==> src/design/descending_exchange_sort_index_defines.svh <==
// Assertion macros shared by the sort index modules.
`ifndef DESCENDING_EXCHANGE_SORT_INDEX_DEFINES_SVH
`define DESCENDING_EXCHANGE_SORT_INDEX_DEFINES_SVH

// Condition must hold at every clock edge outside reset.
`define DESI_ASSERT_ALWAYS(lbl, clk, rst, expr, msg) \
   lbl: assert property (@(posedge clk) disable iff (rst) (expr)) else $error(msg);

// Consequent must hold in the same cycle as the antecedent.
`define DESI_ASSERT_IMPLY(lbl, clk, rst, ante, cons, msg) \
   lbl: assert property (@(posedge clk) disable iff (rst) (ante) |-> (cons)) \
      else $error(msg);

`endif

==> src/design/desi_pkg.sv <==
// Package with the constants, controller states and command/status types.
package desi_pkg;

   localparam int MAX_ROWS       = 64;
   localparam int VALUE_BITS     = 32;
   localparam int SAMPLE_BITS    = 32;
   localparam int ROW_INDEX_BITS = 6;
   localparam int ADDR_BITS      = $clog2(MAX_ROWS);
   localparam int COUNT_BITS     = $clog2(MAX_ROWS + 1);

   typedef enum logic [2:0] {
      ST_IDLE,
      ST_PASS_SETUP,
      ST_SORT_ISSUE,
      ST_SORT_DRAIN,
      ST_WRITEBACK,
      ST_OUT_ISSUE,
      ST_OUT_DRAIN
   } desi_state_type;

   typedef struct packed {
      logic load;
      logic pass_setup;
      logic out_setup;
      logic issue;
      logic out_mode;
      logic writeback;
      logic run_clear;
   } desi_cmd_type;

   typedef struct packed {
      logic pass_done;
      logic issue_last;
      logic pipe_busy;
   } desi_status_type;

endpackage

==> src/design/descending_exchange_sort_index.sv <==
// Top level of the descending exchange sort index block.
//
//   channel  ports                                     transfer when
//   request  req_sample_value, req_final_sample        start && !busy
//   response rsp_row_index, rsp_sorted_value,
//            rsp_final_result, rsp_overflowed          rsp_valid (one cycle)
//
// Each accepted value is stored as a new row while there is room. After the final value
// the sort runs n-1 passes over the n stored rows; each pass is a setup, one order/value
// memory read per cycle from the pass position to the last row, a drain of the read
// pipeline and a write-back. Readout gives one result per cycle. busy is high from
// the final value until the last result is out. Reset clears the control state and the
// row count. The receiver cannot stall results; start waits only on busy.
module descending_exchange_sort_index (
   input  logic                                clock,
   input  logic                                reset,
   input  logic                                start,
   output logic                                busy,
   input  logic [desi_pkg::SAMPLE_BITS-1:0]    req_sample_value,
   input  logic                                req_final_sample,
   output logic                                rsp_valid,
   output logic [desi_pkg::ROW_INDEX_BITS-1:0] rsp_row_index,
   output logic [desi_pkg::SAMPLE_BITS-1:0]    rsp_sorted_value,
   output logic                                rsp_final_result,
   output logic                                rsp_overflowed
);
   import desi_pkg::*;

   desi_cmd_type    cmd;
   desi_status_type status;

   desi_ctrl u_ctrl (
      .clock        (clock),
      .reset        (reset),
      .start        (start),
      .final_sample (req_final_sample),
      .status       (status),
      .cmd          (cmd),
      .busy         (busy)
   );

   desi_datapath u_datapath (
      .clock            (clock),
      .reset            (reset),
      .cmd              (cmd),
      .status           (status),
      .sample_value     (req_sample_value),
      .rsp_valid        (rsp_valid),
      .rsp_row_index    (rsp_row_index),
      .rsp_sorted_value (rsp_sorted_value),
      .rsp_final_result (rsp_final_result),
      .rsp_overflowed   (rsp_overflowed)
   );

endmodule

==> src/design/desi_datapath.sv <==
// Datapath: value and order memories, read pipeline, compare/swap and result register.
`include "descending_exchange_sort_index_defines.svh"

module desi_datapath (
   input  logic                                clock,
   input  logic                                reset,
   input  desi_pkg::desi_cmd_type              cmd,
   output desi_pkg::desi_status_type           status,
   input  logic [desi_pkg::SAMPLE_BITS-1:0]    sample_value,
   output logic                                rsp_valid,
   output logic [desi_pkg::ROW_INDEX_BITS-1:0] rsp_row_index,
   output logic [desi_pkg::SAMPLE_BITS-1:0]    rsp_sorted_value,
   output logic                                rsp_final_result,
   output logic                                rsp_overflowed
);
   import desi_pkg::*;

   logic [VALUE_BITS-1:0] value_mem [MAX_ROWS];
   logic [ADDR_BITS-1:0]  order_mem [MAX_ROWS];

   logic [COUNT_BITS-1:0] count_ff;
   logic                  drop_ff;
   logic [ADDR_BITS-1:0]  pass_ff;
   logic [ADDR_BITS-1:0]  issue_ff;

   // stage 1: order entry read back
   logic                  s1_valid_ff, s1_first_ff, s1_out_ff, s1_last_ff;
   logic [ADDR_BITS-1:0]  s1_pos_ff;
   logic [ADDR_BITS-1:0]  ord_rd_ff;
   // stage 2: value read back
   logic                  s2_valid_ff, s2_first_ff, s2_out_ff, s2_last_ff;
   logic [ADDR_BITS-1:0]  s2_pos_ff;
   logic [ADDR_BITS-1:0]  ord_s2_ff;
   logic [VALUE_BITS-1:0] val_rd_ff;

   // element held for the current position of the pass
   logic [ADDR_BITS-1:0]  cur_idx_ff;
   logic [VALUE_BITS-1:0] cur_val_ff;

   logic                       rsp_valid_ff, rsp_final_ff, rsp_over_ff;
   logic [ADDR_BITS-1:0]       rsp_row_ff;
   logic [VALUE_BITS-1:0]      rsp_value_ff;

   logic                  has_room;
   logic                  compare_en;
   logic                  swap;
   logic                  ord_we;
   logic [ADDR_BITS-1:0]  ord_waddr;
   logic [ADDR_BITS-1:0]  ord_wdata;
   logic [ADDR_BITS-1:0]  load_addr;

   assign has_room   = count_ff < COUNT_BITS'(MAX_ROWS);
   assign load_addr  = count_ff[ADDR_BITS-1:0];
   assign compare_en = s2_valid_ff && !s2_out_ff && !s2_first_ff;
   assign swap       = compare_en && ($signed(cur_val_ff) < $signed(val_rd_ff));

   always_comb begin
      ord_we    = 1'b0;
      ord_waddr = load_addr;
      ord_wdata = load_addr;
      if (cmd.load && has_room) begin
         // identity entry for each loaded row
         ord_we = 1'b1;
      end else if (swap) begin
         ord_we    = 1'b1;
         ord_waddr = s2_pos_ff;
         ord_wdata = cur_idx_ff;
      end else if (cmd.writeback) begin
         ord_we    = 1'b1;
         ord_waddr = pass_ff;
         ord_wdata = cur_idx_ff;
      end
   end

   always_ff @(posedge clock) begin
      if (cmd.load && has_room) begin
         value_mem[load_addr] <= VALUE_BITS'(signed'(sample_value));
      end
      val_rd_ff <= value_mem[ord_rd_ff];
   end

   always_ff @(posedge clock) begin
      if (ord_we) begin
         order_mem[ord_waddr] <= ord_wdata;
      end
      ord_rd_ff <= order_mem[issue_ff];
   end

   always_ff @(posedge clock) begin
      if (reset) begin
         count_ff     <= '0;
         drop_ff      <= 1'b0;
         pass_ff      <= '0;
         s1_valid_ff  <= 1'b0;
         s2_valid_ff  <= 1'b0;
         rsp_valid_ff <= 1'b0;
      end else begin
         if (cmd.run_clear) begin
            count_ff <= '0;
            drop_ff  <= 1'b0;
            pass_ff  <= '0;
         end else if (cmd.load) begin
            if (has_room) begin
               count_ff <= count_ff + COUNT_BITS'(1);
            end else begin
               drop_ff <= 1'b1;
            end
         end else if (cmd.writeback) begin
            pass_ff <= pass_ff + ADDR_BITS'(1);
         end
         s1_valid_ff  <= cmd.issue;
         s2_valid_ff  <= s1_valid_ff;
         rsp_valid_ff <= s2_valid_ff && s2_out_ff;
      end
   end

   always_ff @(posedge clock) begin
      if (cmd.pass_setup) begin
         issue_ff <= pass_ff;
      end else if (cmd.out_setup) begin
         issue_ff <= '0;
      end else if (cmd.issue) begin
         issue_ff <= issue_ff + ADDR_BITS'(1);
      end

      s1_first_ff <= !cmd.out_mode && (issue_ff == pass_ff);
      s1_out_ff   <= cmd.out_mode;
      s1_last_ff  <= status.issue_last;
      s1_pos_ff   <= issue_ff;

      s2_first_ff <= s1_first_ff;
      s2_out_ff   <= s1_out_ff;
      s2_last_ff  <= s1_last_ff;
      s2_pos_ff   <= s1_pos_ff;
      ord_s2_ff   <= ord_rd_ff;

      // take the first element of the pass, or trade it for a larger one
      if ((s2_valid_ff && !s2_out_ff && s2_first_ff) || swap) begin
         cur_idx_ff <= ord_s2_ff;
         cur_val_ff <= val_rd_ff;
      end

      rsp_row_ff   <= ord_s2_ff;
      rsp_value_ff <= val_rd_ff;
      rsp_final_ff <= s2_last_ff;
      rsp_over_ff  <= drop_ff;
   end

   assign status.pass_done  = (COUNT_BITS'(pass_ff) + COUNT_BITS'(1)) >= count_ff;
   assign status.issue_last = COUNT_BITS'(issue_ff) == (count_ff - COUNT_BITS'(1));
   assign status.pipe_busy  = s1_valid_ff || s2_valid_ff;

   assign rsp_valid        = rsp_valid_ff;
   assign rsp_row_index    = ROW_INDEX_BITS'(rsp_row_ff);
   assign rsp_sorted_value = SAMPLE_BITS'(rsp_value_ff);
   assign rsp_final_result = rsp_final_ff;
   assign rsp_overflowed   = rsp_over_ff;

   `DESI_ASSERT_ALWAYS(a_count_bound, clock, reset, count_ff <= COUNT_BITS'(MAX_ROWS), "row count above capacity")
   `DESI_ASSERT_IMPLY(a_issue_in_range, clock, reset, cmd.issue, COUNT_BITS'(issue_ff) < count_ff, "read beyond loaded rows")
   `DESI_ASSERT_IMPLY(a_final_drains, clock, reset, rsp_valid_ff && rsp_final_ff, !s2_valid_ff && !s1_valid_ff, "transfer after final result")

endmodule

==> src/design/desi_ctrl.sv <==
// Controller: sequences load, sort passes and result readout.
`include "descending_exchange_sort_index_defines.svh"

module desi_ctrl (
   input  logic                      clock,
   input  logic                      reset,
   input  logic                      start,
   input  logic                      final_sample,
   input  desi_pkg::desi_status_type status,
   output desi_pkg::desi_cmd_type    cmd,
   output logic                      busy
);
   import desi_pkg::*;

   desi_state_type state_ff, state_in;

   always_ff @(posedge clock) begin
      if (reset) begin
         state_ff <= ST_IDLE;
      end else begin
         state_ff <= state_in;
      end
   end

   always_comb begin
      state_in = state_ff;
      cmd      = '0;
      case (state_ff)
         ST_IDLE: begin
            if (start) begin
               cmd.load = 1'b1;
               if (final_sample) begin
                  state_in = ST_PASS_SETUP;
               end
            end
         end
         ST_PASS_SETUP: begin
            if (status.pass_done) begin
               cmd.out_setup = 1'b1;
               state_in      = ST_OUT_ISSUE;
            end else begin
               cmd.pass_setup = 1'b1;
               state_in       = ST_SORT_ISSUE;
            end
         end
         ST_SORT_ISSUE: begin
            cmd.issue = 1'b1;
            if (status.issue_last) begin
               state_in = ST_SORT_DRAIN;
            end
         end
         ST_SORT_DRAIN: begin
            if (!status.pipe_busy) begin
               state_in = ST_WRITEBACK;
            end
         end
         ST_WRITEBACK: begin
            // park the held element at the pass position
            cmd.writeback = 1'b1;
            state_in      = ST_PASS_SETUP;
         end
         ST_OUT_ISSUE: begin
            cmd.issue    = 1'b1;
            cmd.out_mode = 1'b1;
            if (status.issue_last) begin
               state_in = ST_OUT_DRAIN;
            end
         end
         ST_OUT_DRAIN: begin
            if (!status.pipe_busy) begin
               cmd.run_clear = 1'b1;
               state_in      = ST_IDLE;
            end
         end
         default: begin
            state_in = ST_IDLE;
         end
      endcase
   end

   assign busy = state_ff != ST_IDLE;

   `DESI_ASSERT_IMPLY(a_idle_quiet, clock, reset, state_ff == ST_IDLE, !status.pipe_busy, "pipeline active while idle")

endmodule

==> config.mk <==
export PLATFORM = sky130hd
export DESIGN_NAME = descending_exchange_sort_index
export DESIGN_NICKNAME = d
export VERILOG_FILES = /design/src/design/desi_pkg.sv /design/src/design/descending_exchange_sort_index.sv /design/src/design/desi_datapath.sv /design/src/design/desi_ctrl.sv
export VERILOG_INCLUDE_DIRS = /design/src /design/src/design
export SDC_FILE = /design/constraint.sdc
export NUM_CORES = 2
export LEC_CHECK = 0
export BUFFER_PORTS_ARGS = -buffer_cell sky130_fd_sc_hd__buf_2
export CAP_MARGIN = 5
export CORE_ASPECT_RATIO = 1.75
export CORE_UTILIZATION = 49
export CTS_CLUSTER_SIZE = 8
export DETAILED_ROUTE_END_ITERATION = 10
export PLACE_DENSITY = 0.61
export SLEW_MARGIN = 20
export SYNTH_ARGS = -nofsm -noshare
export SYNTH_HDL_FRONTEND = slang
export SYNTH_SLANG_ARGS = --single-unit
==> constraint.sdc <==
create_clock -name clock -period 6.4 [get_ports clock]
set_input_delay 0.32 -clock clock [delete_from_list [all_inputs] [get_ports clock]]
set_output_delay 0.32 -clock clock [all_outputs]
set_load 0.005 [all_outputs]
==> metrics.md <==
| Metric | Value |
|---|---|
| Outcome | `finished, final reports clean` |
| Layout Area Growth over Synthesis | `15.1%` |
| Vias in the first global route | `47.6k` |
| Setup violators final | `0` |
| Antenna Nets Post-Route | `0` |
| I/O pins | `78` |
| PwrDens | `445 mW/mm2` |
| Syn_area_per_cell | `23.0 um2` |
| Final hold viol count | `0` |
| Fin nets | `4731` |
| Fill cells | `14.7k` |
| Grt ovf | `0` |
| Die Width | `341 um` |
| Post-Route Setup TNS | `0 ns` |
| Clock Latency Late Sink | `0.86 ns` |
| Critical path class | `register to register` |
| Final worst clock skew | `0.0619 ns` |
| Antenna violations before repair | `5` |
| Placed cell area | `0.103 mm2` |
| Synth unique cells | `53` |
| Drc violations | `0` |
| Core area | `0.200 mm2` |
| CTS clock-pin slew for the worst setup and hold paths | `0.05 ns` |
| Worst slew margin relative to its limit | `20.8%` |
| Mapped cell area | `0.0986 mm2` |
| Post-layout worst setup margin | `1.01 ns` |
| Fmax | `0.186 GHz` |
| Vias per cell | `6.12` |
| Die area | `0.203 mm2` |
| Max-cap viol count | `0` |
| Number of synthesized flops with an enable pin | `2476` |
| Vias | `45.3k` |
| Multi-input logic area | `0.0213 mm2` |
| Worst Setup End Kind | `register` |
| Worst EP required | `6.87 ns` |
| Die height | `595 um` |
| Share of flip-flops with an asynchronous set or reset | `0%` |
| Leak | `35.9 nW` |
| Largest net degree at the start of global routing | `93` |
| Routability cong. | `0.821` |
| First-pass GRT wire length | `348000 um` |
| Pre-CTS setup slack | `1.11 ns` |
| Initial DRC count | `3978` |
| Unrepaired setup endpoints after global routing | `false` |
| CTS resizes | `0` |
| Maximum root-to-sink buffer count | `4` |
| GRT Overall Usage | `24.2%` |
| Cell row count | `217` |
| Fin crit share | `84.2%` |
| CTS tree | `yes` |
| FF/Latch Area | `0.0768 mm2` |
| Root Driver | `clkbuf_16` |
| Most frequent cells in the layout | `edfxtp_1, mux4_2, clkbuf_16, nor2_1, dfxtp_1` |
| Share of layout cells above drive strength 1 | `29.6%` |
| Max Slew Vio Count | `0` |
| Slew @ Worst Pin | `1.18 ns` |
| Worst EP arrival | `5.86 ns` |
| #FFs+latches synth | `2598` |
| Yosys warns | `0` |
| Total CTS buffers | `366` |
| Cell area after layout | `0.113 mm2` |
| Clk sinks | `2598` |
| Min Tclk post-route | `5.39 ns` |
| Synth Flop Type | `edfxtp_1` |
| Postcts setup bufs | `0` |
| CP startpoint kind | `register` |
| DRT Wirelength | `243000 um` |
| Gate Count Post-Synth | `4293` |
| # hold bufs at CTS | `2` |
| H-Tree Depth | `5` |
| Detail Placement HPWL | `149000 um` |
| Commonest non-fill, non-tap cell in the layout | `edfxtp_1` |
| WL/cell | `32.8 um` |
| Synth Net Count | `4371` |
| Maximum fanout along the worst path | `11` |
| Initial Util | `49.3%` |
| Max VDD drop | `332 uV` |
| Hold crit path type | `input port to register` |
| Util after Layout | `56.8%` |
| Seq/Total Area, Yosys | `77.9%` |
| Drt first pass iters | `5` |
| Port bufs | `77` |
flip-flops by register name (all words and copies together) (netlist names), 7 cells and up:
| name | cells |
|---|---|
| u_datapath.order_mem | 384 |
| u_datapath.cur_val_ff | 32 |
| u_datapath.value_mem | 2048 |
| u_datapath.count_ff | 7 |
| u_datapath.val_rd_ff | 32 |
| u_datapath.rsp_sorted_value | 32 |
report_power, final:
part / internal [mW] / switching (mW)
Combinational: 5.94 / 7.35
Clock: 10.4 / 6.67
Sequential: 19.5 / 0.697
worst paths after layout:
kind / startpoint / cells past startpoint / slack [ns] / endpoint
setup / recovery: u_datapath.val_rd_ff[13] / 11 / 1.01 / u_datapath.order_mem[36][1]
hold / removal: req_sample_value[11] / 1 / 0.02 / u_datapath.value_mem[13][11]
setup reg to reg: u_datapath.val_rd_ff[13] / 11 / 1.01 / u_datapath.order_mem[36][1]
hold reg to reg: u_datapath.s1_pos_ff[5] / 0 / 0.32 / u_datapath.s2_pos_ff[5]
worst max-delay path, cell delays in order (launching register included):
cell and delay [ns]:
dfxtp_1 0.35, inv_1 0.06, ha_1 0.30, nand4_1 0.14, nor3_1 0.40, o311ai_1 0.21
a31oi_1 0.28, o21bai_2 0.26, a21oi_1 0.92, a222oi_1 0.45, nand3b_1 0.90, nor2_1 0.70
cell usage after synthesis, types with 2 or more instances:
| cell | count | area (um2) |
|---|---|---|
| nor3_1 | 7 | 35.0 |
| o22ai_1 | 24 | 150 |
| mux4_2 | 721 | 16200 |
| nand2_1 | 59 | 221 |
| or3_1 | 2 | 12.5 |
| nand2b_1 | 7 | 43.8 |
| a21oi_1 | 48 | 240 |
| a31o_2 | 2 | 17.5 |
| nor2b_1 | 4 | 25.0 |
| edfxtp_1 | 2476 | 74400 |
| or3b_1 | 2 | 17.5 |
| and2_1 | 4 | 25.0 |
| ha_1 | 42 | 526 |
| nand3_1 | 24 | 120 |
| nor4_1 | 2 | 12.5 |
| buf_2 | 14 | 70.1 |
| mux2i_1 | 102 | 1020 |
| and3_1 | 2 | 12.5 |
| a211oi_1 | 3 | 22.5 |
| nor3b_1 | 6 | 45.0 |
| o21ai_0 | 41 | 205 |
| nor2_1 | 209 | 785 |
| xnor2_1 | 17 | 149 |
| a222oi_1 | 5 | 50.1 |
| clkbuf_1 | 140 | 526 |
| buf_1 | 68 | 255 |
| o211ai_1 | 4 | 30.0 |
| dfxtp_1 | 122 | 2440 |
| o221ai_1 | 24 | 210 |
| mux2_2 | 11 | 124 |
| nand3b_1 | 8 | 60.1 |
| a31oi_1 | 2 | 12.5 |
| o21bai_1 | 3 | 22.5 |
| or3b_2 | 3 | 26.3 |
| o311ai_1 | 2 | 17.5 |
| nand4_1 | 11 | 68.8 |
| a21o_1 | 6 | 45.0 |
| o31ai_1 | 2 | 15.0 |
| xor2_1 | 10 | 87.6 |
| inv_1 | 41 | 154 |
through the flow:
step           cells  hold WS [ns]  total power, mW
2_1_floorplan   4293         0.310             28.7
3_3_place_gp    6891         0.312             34.0
3_5_place_dp    6909         0.314             34.1
4_1_cts         7388       0.00140             51.1
5_1_grt         7392        0.0324             52.1
6_report        7395        0.0211             50.5
cells by family (layout without fill, tap and decap cells):
kind of cell	count (synthesis)	in the layout	synth area share, %
flip-flops	2598	2598	77.9
multiplexers	834	834	17.6
AND/OR/NAND/NOR	352	352	1.55
buffers and inverters	264	733	1.02
AO/OA/AOI/OAI	176	176	1.15
adder cells (fa/ha/maj)	42	42	0.533
XOR/XNOR	27	27	0.240
other	0	5	0
final cells by class:
type	instances	area share, %
clock inverter	16	0.244
sequential	2598	67.7
clock buffer	461	8.52
antenna	5	0.0110
timing repair buffer	214	1.69
tap	2628	2.90
inverter	42	0.139
multi-input combinational	1431	18.8
layer usage:
layer,global-route usage (%),routed length (um),up-vias
met2,45.2,137000,1435
li1,-,-,18800
met4,8.14,7790,4
met5,0,27,-
met3,3.26,10700,401
met1,28.3,86800,24700
Power figures use the tool's default switching activity.
